File: src/hdl/xcmpx_pkg.sv
// Shared types and constants for the x86 compare-exchange unit.
package xcmpx_pkg;

  localparam int IN_DATA_W  = 392;
  localparam int IN_USER_W  = 3;
  localparam int OUT_DATA_W = 272;
  localparam int OUT_USER_W = 2;
  localparam int FLAG_W     = 6;

  typedef enum logic [2:0] {
    CMD_BYTE  = 3'd0,
    CMD_WORD  = 3'd1,
    CMD_DWORD = 3'd2,
    CMD_QWORD = 3'd3,
    CMD_8B    = 3'd4,
    CMD_16B   = 3'd5
  } cmd_t;

  typedef enum logic [1:0] {
    STS_OK = 2'd0,
    STS_GP = 2'd1,
    STS_PF = 2'd2
  } status_t;

  // flag bit positions
  localparam int FLG_CF = 0;
  localparam int FLG_ZF = 1;
  localparam int FLG_PF = 2;
  localparam int FLG_AF = 3;
  localparam int FLG_SF = 4;
  localparam int FLG_OF = 5;

  localparam logic [FLAG_W-1:0] MASK_SIZED = 6'h3F;
  localparam logic [FLAG_W-1:0] MASK_WIDE  = 6'h02;

  typedef struct packed {
    cmd_t        command;
    logic [63:0] memory_low;
    logic [63:0] memory_high;
    logic [63:0] accum_low;
    logic [63:0] accum_high;
    logic [63:0] source_low;
    logic [63:0] source_high;
    logic [3:0]  address_low_bits;
    logic        read_fault;
    logic        write_fault;
  } xcmpx_item_t;

  typedef struct packed {
    status_t           status;
    logic              write_memory;
    logic [63:0]       store_low;
    logic [63:0]       store_high;
    logic              write_accum;
    logic [63:0]       new_accum_low;
    logic [63:0]       new_accum_high;
    logic [FLAG_W-1:0] flag_values;
    logic [FLAG_W-1:0] flag_update_mask;
  } xcmpx_res_t;

endpackage

File: src/hdl/xcmpx_exec.sv
// Compare, exchange decision and flag logic for one instruction.
module xcmpx_exec (
  input  xcmpx_pkg::xcmpx_item_t item,
  output xcmpx_pkg::xcmpx_res_t  res
);
  import xcmpx_pkg::*;

  logic [63:0] wmask;
  logic [63:0] a, b, r, ab_x, ar_x;
  logic        sign_r, ovf;
  logic        sized_match;
  logic [63:0] want8;
  logic        match8, match16;
  logic [FLAG_W-1:0] sflags;

  // operand width mask and sign bit for the sized forms
  always_comb begin
    a    = '0;
    b    = '0;
    r    = '0;
    ab_x = '0;
    ar_x = '0;
    unique case (item.command)
      CMD_BYTE:  wmask = 64'h0000_0000_0000_00FF;
      CMD_WORD:  wmask = 64'h0000_0000_0000_FFFF;
      CMD_DWORD: wmask = 64'h0000_0000_FFFF_FFFF;
      default:   wmask = '1;
    endcase
    a    = item.accum_low & wmask;
    b    = item.memory_low & wmask;
    r    = (a - b) & wmask;
    ab_x = a ^ b;
    ar_x = a ^ r;
    unique case (item.command)
      CMD_BYTE: begin
        sign_r = r[7];
        ovf    = ab_x[7] & ar_x[7];
      end
      CMD_WORD: begin
        sign_r = r[15];
        ovf    = ab_x[15] & ar_x[15];
      end
      CMD_DWORD: begin
        sign_r = r[31];
        ovf    = ab_x[31] & ar_x[31];
      end
      default: begin
        sign_r = r[63];
        ovf    = ab_x[63] & ar_x[63];
      end
    endcase
  end

  assign sized_match = (a == b);
  assign want8   = {item.accum_high[31:0], item.accum_low[31:0]};
  assign match8  = (item.memory_low == want8);
  assign match16 = (item.memory_low == item.accum_low) &&
                   (item.memory_high == item.accum_high);

  always_comb begin
    sflags         = '0;
    sflags[FLG_CF] = (a < b);
    sflags[FLG_ZF] = sized_match;
    sflags[FLG_PF] = ~(^r[7:0]);
    sflags[FLG_AF] = ab_x[4] ^ r[4];
    sflags[FLG_SF] = sign_r;
    sflags[FLG_OF] = ovf;
  end

  always_comb begin
    res = '0;
    unique case (item.command) inside
      CMD_BYTE, CMD_WORD, CMD_DWORD, CMD_QWORD: begin
        if (item.read_fault) begin
          res.status = STS_PF;
        end else if (sized_match && item.write_fault) begin
          res.status = STS_PF;
        end else begin
          if (sized_match) begin
            res.write_memory = 1'b1;
            res.store_low    = item.source_low & wmask;
          end else begin
            res.write_accum   = 1'b1;
            res.new_accum_low = b;
          end
          res.flag_values      = sflags;
          res.flag_update_mask = MASK_SIZED;
        end
      end
      CMD_8B: begin
        if (item.address_low_bits[2:0] != 3'd0) begin
          res.status = STS_GP;
        end else if (item.read_fault || (match8 && item.write_fault)) begin
          res.status = STS_PF;
        end else begin
          if (match8) begin
            res.write_memory        = 1'b1;
            res.store_low           = {item.source_high[31:0], item.source_low[31:0]};
            res.flag_values[FLG_ZF] = 1'b1;
          end else begin
            res.write_accum    = 1'b1;
            res.new_accum_low  = {32'd0, item.memory_low[31:0]};
            res.new_accum_high = {32'd0, item.memory_low[63:32]};
          end
          res.flag_update_mask = MASK_WIDE;
        end
      end
      CMD_16B: begin
        if (item.address_low_bits != 4'd0) begin
          res.status = STS_GP;
        end else if (item.read_fault || (match16 && item.write_fault)) begin
          res.status = STS_PF;
        end else begin
          if (match16) begin
            res.write_memory        = 1'b1;
            res.store_low           = item.source_low;
            res.store_high          = item.source_high;
            res.flag_values[FLG_ZF] = 1'b1;
          end else begin
            res.write_accum    = 1'b1;
            res.new_accum_low  = item.memory_low;
            res.new_accum_high = item.memory_high;
          end
          res.flag_update_mask = MASK_WIDE;
        end
      end
      default: res = '0;  // undefined commands do nothing
    endcase
  end

endmodule

File: src/hdl/x86_compare_exchange_unit_top.sv
// Top level of the x86 compare-exchange unit: input register, exec logic, result register.
//
//  channel  | direction | data / user contents
//  ---------+-----------+-----------------------------------------------------------
//  in_      | slave     | tuser: command; tdata: memory, accum, source, address, faults
//  out_     | master    | tuser: status; tdata: store, accum update, flags
//
// Two register stages, the input register and the result register; one word is taken every
// cycle while out_tready does not hold the result.
// The input register and the result register each advance when the stage behind them
// is empty or being drained; out_tready low holds the result and backs up to in_tready.
// Reset (rst_n low, synchronous) empties both stages.
module x86_compare_exchange_unit_top (
  input  logic                                clk,
  input  logic                                rst_n,
  input  logic                                in_tvalid,
  output logic                                in_tready,
  // [63:0] memory_low, [127:64] memory_high, [191:128] accum_low, [255:192] accum_high,
  // [319:256] source_low, [383:320] source_high, [387:384] address_low_bits,
  // [388] read_fault, [389] write_fault, [391:390] zero
  input  logic [xcmpx_pkg::IN_DATA_W-1:0]     in_tdata,
  // [2:0] command
  input  logic [xcmpx_pkg::IN_USER_W-1:0]     in_tuser,
  output logic                                out_tvalid,
  input  logic                                out_tready,
  // [0] write_memory, [64:1] store_low, [128:65] store_high, [129] write_accum,
  // [193:130] new_accum_low, [257:194] new_accum_high, [263:258] flag_values,
  // [269:264] flag_update_mask, [271:270] zero
  output logic [xcmpx_pkg::OUT_DATA_W-1:0]    out_tdata,
  // [1:0] status
  output logic [xcmpx_pkg::OUT_USER_W-1:0]    out_tuser
);
  import xcmpx_pkg::*;

  xcmpx_item_t in_item;
  xcmpx_item_t item_r;
  xcmpx_res_t  res;
  xcmpx_res_t  res_r;
  logic        item_vld_r, item_vld_nxt;
  logic        out_vld_r, out_vld_nxt;
  logic        res_adv;
  logic        in_fire;

  always_comb begin
    in_item                  = '0;
    in_item.command          = cmd_t'(in_tuser);
    in_item.memory_low       = in_tdata[63:0];
    in_item.memory_high      = in_tdata[127:64];
    in_item.accum_low        = in_tdata[191:128];
    in_item.accum_high       = in_tdata[255:192];
    in_item.source_low       = in_tdata[319:256];
    in_item.source_high      = in_tdata[383:320];
    in_item.address_low_bits = in_tdata[387:384];
    in_item.read_fault       = in_tdata[388];
    in_item.write_fault      = in_tdata[389];
  end

  xcmpx_exec u_exec (
    .item (item_r),
    .res  (res)
  );

  assign res_adv   = !out_vld_r || out_tready;
  assign in_tready = !item_vld_r || res_adv;
  assign in_fire   = in_tvalid && in_tready;

  always_comb begin
    item_vld_nxt = item_vld_r;
    if (in_fire) begin
      item_vld_nxt = 1'b1;
    end else if (res_adv) begin
      item_vld_nxt = 1'b0;
    end
    out_vld_nxt = res_adv ? item_vld_r : out_vld_r;
  end

  always_ff @(posedge clk) begin
    if (!rst_n) begin
      item_vld_r <= 1'b0;
      out_vld_r  <= 1'b0;
    end else begin
      item_vld_r <= item_vld_nxt;
      out_vld_r  <= out_vld_nxt;
    end
  end

  always_ff @(posedge clk) begin
    if (in_fire) begin
      item_r <= in_item;
    end
    if (res_adv && item_vld_r) begin
      res_r <= res;
    end
  end

  assign out_tvalid = out_vld_r;
  assign out_tuser  = res_r.status;
  assign out_tdata  = {2'b00,
                       res_r.flag_update_mask,
                       res_r.flag_values,
                       res_r.new_accum_high,
                       res_r.new_accum_low,
                       res_r.write_accum,
                       res_r.store_high,
                       res_r.store_low,
                       res_r.write_memory};

endmodule

File: config.mk
export PLATFORM = sky130hd
export DESIGN_NAME = x86_compare_exchange_unit_top
export DESIGN_NICKNAME = d
export VERILOG_FILES = /design/src/hdl/xcmpx_pkg.sv /design/src/hdl/xcmpx_exec.sv /design/src/hdl/x86_compare_exchange_unit_top.sv
export SDC_FILE = /design/constraint.sdc
export NUM_CORES = 1
export LEC_CHECK = 0
export ABC_AREA = 0
export ABC_CLOCK_PERIOD_IN_PS = 12700
export BUFFER_PORTS_ARGS = -buffer_cell sky130_fd_sc_hd__buf_2
export CAP_MARGIN = 20
export CORE_AREA = 2 2 260 262
export CTS_CLUSTER_SIZE = 10
export DETAILED_ROUTE_END_ITERATION = 6
export DIE_AREA = 0 0 262 264
export PLACE_DENSITY = 0.76
export SLEW_MARGIN = 20
export SYNTH_ARGS = -nofsm -noshare
export SYNTH_HDL_FRONTEND = slang
export SYNTH_SLANG_ARGS = --single-unit
export TNS_END_PERCENT = 50
File: constraint.sdc
create_clock -name clk -period 12.7 [get_ports clk]
set_clock_uncertainty 0.1 [all_clocks]
set_input_delay 0.635 -clock clk [delete_from_list [all_inputs] [get_ports clk]]
set_output_delay 0.635 -clock clk [all_outputs]
set_load 0.05 [all_outputs]
Word level (Yosys, flattened, before mapping)
Cells that the tools add are included.

storage, ports and cells
  flip-flop bits (word level) = 667
  input bits = 399
  logic and storage cells = 112

cells by class
  add/sub/neg operators = 1
  $lt $le $gt $ge = 1
  equality and inequality tests = 9
  multiplexer cells = 44
  bitwise gates (word level) = 15
  reductions and logical operators = 20

operator list
  cell                                                 count
  2-to-1 mux 129 bit                                   5
  2-to-1 mux 65 bit                                    9
  2-to-1 mux 258 bit                                   2
  bitwise AND 64 bit                                   4
  equality test 64 bit                                 4
  case mux 67 bit (3 select lines)                     1
  case mux 65 bit (3 select lines)                     1
  case mux 64 bit (3 select lines)                     1
  case mux 64 bit (2 select lines)                     1
  XOR 64 bit                                           2
  less-than comparator 64 bit                          1
  subtractor 64 bit                                    1
  case mux 6 bit (3 select lines)                      1
  2-to-1 mux 2 bit                                     8
  2-to-1 mux 8 bit                                     2
  2-to-1 mux 6 bit                                     2
  case mux 1 bit (3 select lines)                      3
  2-to-1 mux 1 bit                                     8
  OR reduction 4 bit                                   2
  XOR reduction 8 bit                                  1
  equality test 3 x 2 -> 1 bit, second input constant  2
  equality test 3 bit, second input constant           2
  logical AND 1 bit                                    6
  bitwise AND 1 bit                                    4
  other kinds (10)                                     17

Logic depth before layout (Yosys ltp)
Gate-level depths: netlist of the first run.

  word-level depth = 8
  depth in mapped cells = 15
  depth with buffers taken out = 12

Cells and area by module
A second synthesis of the first run with hierarchy kept.

second synthesis, totals
  cell total of the unflattened synthesis = 1595
  area total of the unflattened synthesis = 26621.8 um^2

by module, submodules not included
  module                         times used  cells an instance  area each (um^2)
  x86_compare_exchange_unit_top  1           677                20091.8
  xcmpx_exec                     1           918                6530.0

Worst setup path before layout of the first run
No wires, ideal clock.

  path type = register to register
  start = reg out_vld_r, in the netlist out_tvalid
  end = reg res_r, in the netlist out_tdata[0] (enable)
  data arrival time = 12.486 ns
  data required time = 11.668 ns
  slack = -0.818 ns
  cell stages (with the launch flop) = 3
  buffers on the path = 0
  clock period less this slack = 13.518 ns
  cell sequence = dfxtp_1 > nor2b_1 > nor2b_1

on the way
  longest elaborated chain between the ends = 3

ends and longest elaborated chain
  element                 RTL line                             source
  from (decl)             x86_compare_exchange_unit_top.sv:40  logic out_vld_r, out_vld_nxt;
  from (signal assigned)  x86_compare_exchange_unit_top.sv:83  out_vld_r <= out_vld_nxt;
  zero test 1 bit         x86_compare_exchange_unit_top.sv:63  assign res_adv = !out_vld_r || out_tready;
  logical OR 1 bit        x86_compare_exchange_unit_top.sv:63
  logical AND 1 bit       x86_compare_exchange_unit_top.sv:91  if (res_adv && item_vld_r) begin
  to (signal assigned)    x86_compare_exchange_unit_top.sv:92  res_r <= res;
  to (decl)               x86_compare_exchange_unit_top.sv:38  xcmpx_res_t res_r;

No other way between the ends.
A chain may end at the register's enable or synchronous reset.

==> results of run 1 <==
cell type report:
class | instances | area share
Timing Repair Buffer | 684 | 0.1048
Clock buffer | 91 | 0.06233
Sequential cell | 662 | 0.5996
Antenna cell | 17 | 0.001284
Tap cell | 873 | 0.03298
Clock inverter | 14 | 0.005742
Multi-Input combinational cell | 862 | 0.1912
Inverter | 18 | 0.002040
Yosys cell counts (3+ instances only):
cell type,count
a211o_1,4
a211oi_1,4
a21o_1,17
a21oi_1,36
a22o_1,64
a31oi_1,3
and2_1,203
and2b_1,15
and3_1,21
and4_1,3
buf_2,12
buf_4,8
clkbuf_1,37
edfxtp_1,660
ha_1,64
inv_1,18
mux2i_1,3
nand2_1,66
nand3_1,16
nand3b_1,3
nand4_1,54
nor2_1,16
nor2b_1,22
nor3_1,9
nor4_1,12
o2111ai_1,3
o21a_1,6
o21ai_0,12
or2_2,3
or3_1,6
xnor2_1,151
xor2_1,15
stage by stage:
| stage | power [mW] | cell area, um^2 | hold WS [ns] |
|---|---|---|---|
| finish | 5.189 | 33120 | 0.1009 |
| global route | 5.364 | 33110 | 0.05573 |
| CTS | 5.238 | 33080 | 0.05020 |
| detailed placement | 3.200 | 30820 | 0.4030 |
| global placement | 3.184 | 30820 | 0.3988 |
| floorplan | 3.020 | 26480 | 0.3763 |
layer usage:
layer,track usage,routed length (um)
met1,0.2646,29620
met2,0.3680,38790
met3,0.06179,6792
met4,0.07787,2225
met5,0,100
kinds of logic after synthesis:
kind of cell	after synthesis
buffers and inverters	77
AOI/OAI and AO/OA	165
xor gates and xnor gates	166
other	1
adders and majority gates	65
muxes	3
and+or+nand+nor	461
DFF	662
how the worst max path moves through the flow:
stage / startpoint / to / slack (ns) / cells after the start
2_1_floorplan: out_tvalid / item_r[0] / 1.77 / 3
3_3_place_gp: item_r[371] / out_tdata[62] / 7.71 / 9
3_5_place_dp: item_r[371] / out_tdata[62] / 7.64 / 9
4_1_cts: item_r[371] / out_tdata[36] / 7.61 / 9
5_1_grt: item_r[391] / out_tdata[36] / 7.35 / 11
6_report: item_r[391] / out_tdata[36] / 7.71 / 11
state kept, by name, summed over array words and instances, names as in the netlist:
signal,cells
item_r,393
out_tdata,265
out_tuser,2
item_vld_r,1
out_tvalid,1
power breakdown:
| part | switching (mW) | leakage, nW | internal, mW |
|---|---|---|---|
| combinational | 0.369 | 5.33 | 0.174 |
| clock | 0.847 | 1.09 | 1.19 |
| sequential | 0.0709 | 6.22 | 2.54 |
==> metrics, run 1 <==
final hold violations 0; Slew @ Worst Pin 1.199 ns; final worst path period need 4.991 ns; Syn Inst Count 1600; Syn Area/Cell 16.55 um^2; commonest non-fill, non-tap cell in the layout buf_2; cts repair resizes 0; Simple-Gate Fraction of Synth Area 0.1035; share of the yosys chip area belonging to registers 0.7501; YS warnings 0; # port buffers 670; first-pass GRT wire length 109.8 mm; Setup CP Type reg -> reg; top cells by area, synth edfxtp_1 75%, xnor2_1 5.0%, and2_1 4.8%; CTS Root Cell clkbuf_16; hold buffers post-CTS 0; TritonCTS Sinks 662; CP endpoint kind register; total negative slack 0 ns; GRT Util Overall 0.2175; RSZ-0062 raised after global routing false; CTS buffer count 79; dpl cells 3099; Post-synth EDFFs 660; drt pass-1 iters 5; antenna-violating nets left 0; r2r setup slk 7.71 ns; IO Count 675; die width 262 um; crit path max fanout 65; reg2reg start item_r[391]; Async S/R FF share, synth 0; CP cell instances a21o_2 > buf_4 > nand2_1 > ha_1 > nand4_1 > nor2_1 > nand4_1 > nor4_4 > nor4b_4 > a31o_2 > a22o_1; min-delay worst type in -> reg; Peak Freq 200.4 MHz; via count 16.54k; Main synth FF type edfxtp_1; Die Y 264 um; largest net degree at the start of global routing 172; Setup Viol. Count Final 0; vias in the first global route 17.01k; Worst EP required 13.05 ns; pins over their slew limit 0; Clock transition at path regs 0.06 ns; DIE AREA 69170 um^2; most frequent cells in the layout 670 x buf_2, 660 x edfxtp_1, 202 x and2_1, 151 x xnor2_1, 81 x clkbuf_16; Leakage 12.64 nW; DR DRC count 0; library cells used by synthesis 59; Max Buffers Root-to-Sink 3; crit start category register; Worst Reg-to-Reg Cells 11; Post-Syn Area 26480 um^2; Nets 2771; fillcell total 5527; dpl hpwl 56.92 mm; initial cell density of the core 0.3978; Wirelength per Cell 24.07 um; crit path DAT 5.34 ns; Slew headroom 0.2007; post-synth top area cell edfxtp_1; Site Rows 95; Yosys top cell area share 0.7485; Final Core Density 0.4976; GPL Wtd Cong 0.9080; initial antenna violation count 23; Synth Area in Adders 0.03100; # Post-CTS Setup Buffers 0; Syn-to-layout area delta 25.09%; worst-case hold path end point item_r[179]; Top delay family on crit path simple AND/OR/NAND/NOR gates; Multi-input gate area 6334 um^2; Pwr per Cell Area 156.7 nW/um^2; # H-tree levels 3; Final Worst Setup Slack 7.709 ns; Finished Layout Cells 3221; core area 66560 um^2; worst hold start in_tdata[237]; Max-Cap Viols 0; Buf/Inv on CP 1; largest family of logic cells by synthesized area simple AND/OR/NAND/NOR gates; share of cells above drive strength 1 0.3419; TritonCTS clock tree built; CP max stage delay 0.78 ns; via/cell ratio 5.133; pre-CTS setup slack 7.637 ns; status completed; hold path depth 1; sequential standard cell area 19860 um^2; grt total ovfl 0; clock latency on the worst-skew pair 0.61 ns; post-synthesis mux area share 0.001134; post-synthesis compound-gate area fraction 0.04636; WL final 77.53 mm; Slowest cell on crit path a31o_2; Synth Area in XOR/XNOR 0.05491; flops & latches, synth 662; peak supply drop 0.1061 mV; Crit path top cell by count nand4_1; worst r2r dst out_tdata[36]; 1st-iter DRT viols 1669; fin crit share 0.3930
Power figures use the tool's default switching activity.
==> inputs of run 2 (changes only) <==
Settings changed: ABC_AREA 0 to 1, ABC_CLOCK_PERIOD_IN_PS 12700 to 4600, CORE_AREA 2 2 260 262 to 2 2 261 263, DIE_AREA 0 0 262 264 to 0 0 263 265, PLACE_DENSITY 0.76 to 0.8.
Clock period 12.7 ns to 4.6 ns, I/O delays scaled along.
==> metrics, run 2 <==
status finished with violations; failing checks design-rule violations; synth cell count leaders 841 x nand2_1, 660 x edfxtp_1, 421 x nor2_1; share of cells above drive strength 1 0.2006 (-0.1413); IO Count 675 (unchanged); Critical Path Sink out_tdata[143]; Pwr per Cell Area 363.3 nW/um^2 (+130%); dpl hpwl 70.54 mm (+24%); final worst path period need 4.179 ns (-0.8122 ns); DIE AREA 69700 um^2 (+0.76%); initial antenna violation count 23 (unchanged); Area after DPL 34870 um^2 (+13%); core area 66800 um^2 (+0.36%); post-synth top area cell edfxtp_1; WL final 108.7 mm (+40%); Crit path top cell by count nand2_1; CP max stage delay 0.52 ns (-0.26 ns); Top delay family on crit path simple AND/OR/NAND/NOR gates; Yosys top cell area share 0.6477 (-0.1008); Buf/Inv on CP 2 (+1); Setup CP Type reg -> reg; Slowest cell on crit path edfxtp_1; Leakage 18.94 nW (+50%); r2r setup slk 0.42 ns (-7.29 ns); pins over their slew limit 0 (unchanged); Max-Cap Viols 0 (unchanged); Clock transition at path regs 0.06 ns (about the same); Final Core Density 0.6169 (+0.1193); die width 263 um (+0.38%); # H-tree levels 3 (unchanged); crit path DAT 4.45 ns (-0.89 ns); Largest register FFs 393 (unchanged); GRT Util Overall 0.3035 (+0.08594); Post-synth EDFFs 660 (unchanged); Die Y 265 um (+0.38%); most frequent cells in the layout 839 x nand2_1, 670 x buf_2, 660 x edfxtp_1, 420 x nor2_1, 413 x inv_1; Syn Area/Cell 10.13 um^2 (-39%); TritonCTS Sinks 662 (unchanged); Syn Inst Count 3019 (+89%); Async S/R FF share, synth 0 (unchanged); CTS Root Cell clkbuf_16; Peak Freq 239.3 MHz (+19%); library cells used by synthesis 49 (-17%); Site Rows 95 (unchanged); top cells by area, synth edfxtp_1 65%, nand2_1 10%, nor2_1 5.2%; most numerous cell in the Yosys netlist nand2_1; crit start category register; Setup crit start item_r[391]; largest net degree at the start of global routing 157 (-8.7%); Worst EP required 4.87 ns (-8.18 ns); clock latency on the worst-skew pair 0.64 ns (+0.03 ns); final hold violations 0 (unchanged); first-pass GRT wire length 159.8 mm (+46%); Syn-to-layout area delta 34.68%; Nets 4573 (+65%); Max Buffers Root-to-Sink 3 (unchanged); worst r2r dst out_tdata[143]; CP cell instances nand2_1 > nand2_1 > buf_4 > nand2_1 > ha_1 > nand2_1 > nor3_1 > nand4_1 > nor2_1 > nand4_1 > nor2_2 > inv_2 > nand4_1 > nand3_1; grt total ovfl 0 (unchanged); Largest Register item_r; design area 41210 um^2 (+24%); min-delay worst type in -> reg; commonest non-fill, non-tap cell in the layout nand2_1; Worst Reg-to-Reg Cells 14 (+3); DR DRC count 3 (+3); peak supply drop 0.2675 mV (+150%); CTS buffer count 80 (+1.3%); cts repair resizes 0 (unchanged); Main synth FF type edfxtp_1; 1st-iter DRT viols 3714 (+120%); drt pass-1 iters 7 (+2); hold buffers post-CTS 398 (+398); Wirelength per Cell 21.58 um (-10%); Slew headroom 0.2755 (+0.07485); Post-Syn Area 30600 um^2 (+16%); reg2reg start item_r[391]; Setup Viol. Count Final 0 (unchanged); YS warnings 0 (unchanged); crit path max fanout 34 (-48%); total negative slack 0 ns (unchanged); number of cells on the critical path 14 (+3); initial cell density of the core 0.4580 (+0.06026); share of the yosys chip area belonging to registers 0.6491 (-0.1010); TritonCTS clock tree built; flops & latches, synth 662 (unchanged); RSZ-0062 raised after global routing false; # Post-CTS Setup Buffers 0 (unchanged); via/cell ratio 5.366 (+4.5%); CP endpoint kind register; vias in the first global route 26.70k (+57%); Slew @ Worst Pin 1.087 ns (-0.1123 ns); antenna-violating nets left 0 (unchanged); # port buffers 670 (unchanged); GPL Wtd Cong 0.9449 (+4.1%); fin crit share 0.9085 (+0.5155); via count 27.03k (+63%)
## run 2: changes by cell type after synthesis, moves of 17 or more
cell,delta
xnor2_1,-114
a21oi_1,+57
and2_1,-201
o21ai_0,+35
inv_1,+396
nor2_1,+405
nor3_1,+27
a22o_1,-64
nand2_1,+775
a21o_1,-17
and3_1,-20
nand3_1,+135
nor2b_1,-22
## run 2: worst min path at each step
stage,from,endpoint,slack [ns],cells past startpoint
3_5_place_dp,in_tdata[239],item_r[181],0.31,1
3_3_place_gp,in_tdata[298],item_r[112],0.31,1
5_1_grt,in_tdata[323],item_r[9],0.19,2
4_1_cts,in_tdata[307],item_r[121],0.17,2
2_1_floorplan,in_tdata[389],item_r[0],0.23,0
6_report,in_tdata[293],item_r[107],0.21,2
## run 2: area by class of cell
class                           count  area [um^2]
Fill cell                        4980        25590
Inverter                          423         1592
Clock buffer                       98         2069
Sequential cell                   662        19860
Tap cell                          873         1092
Timing Repair Buffer             1096         7597
Multi-Input combinational cell   1846         8706
Antenna cell                       22        55.05
Clock inverter                     18        232.7
## run 2: cells by family (layout without fill, tap and decap cells)
family                   count (synthesis)  in the layout  share of synthesized area
AND/OR/NAND/NOR                       1553           1553                     0.2093
adder cells (fa/ha/maj)                 65             65                    0.02683
buffers and inverters                  512           1635                    0.06821
AO/OA/AOI/OAI                          160            160                    0.02756
XOR/XNOR                                66             66                    0.01889
flip-flops                             662            662                     0.6491
other                                    1             24                  0.0001226
## run 2: power breakdown
part / internal [mW] / switching (mW)
logic: 0.729 / 1.24
registers: 6.97 / 0.203
clock network: 3.30 / 2.53
total: 11.0 / 3.97
## run 2: worst register-to-register path, cell delays in order (launching register included)
cell and delay (ns):
edfxtp_1 0.52, nand2_1 0.15, nand2_1 0.17, buf_4 0.37, nand2_1 0.12, ha_1 0.32, nand2_1 0.10, nor3_1 0.27
nand4_1 0.16, nor2_1 0.19, nand4_1 0.30, nor2_2 0.48, inv_2 0.38, nand4_1 0.20, nand3_1 0.10
## run 2: stage by stage
step	power (mW)	setup slack, ns	hold slack, ns	std cells
floorplan	8.318	-2.590	0.2289	3020
global placement	8.835	0.5301	0.3059	4502
detailed placement	8.877	0.4548	0.3081	4502
finish	14.97	0.4210	0.2072	5038
global route	15.44	0.07054	0.1897	5031
CTS	14.89	0.4118	0.1745	5016
## run 2: layer usage
layer  part of all wire  global-route usage
met1               0.37              0.3785
met2               0.47              0.5021
met3               0.10             0.06391
met4              0.056              0.1538
met5            0.00058                   0
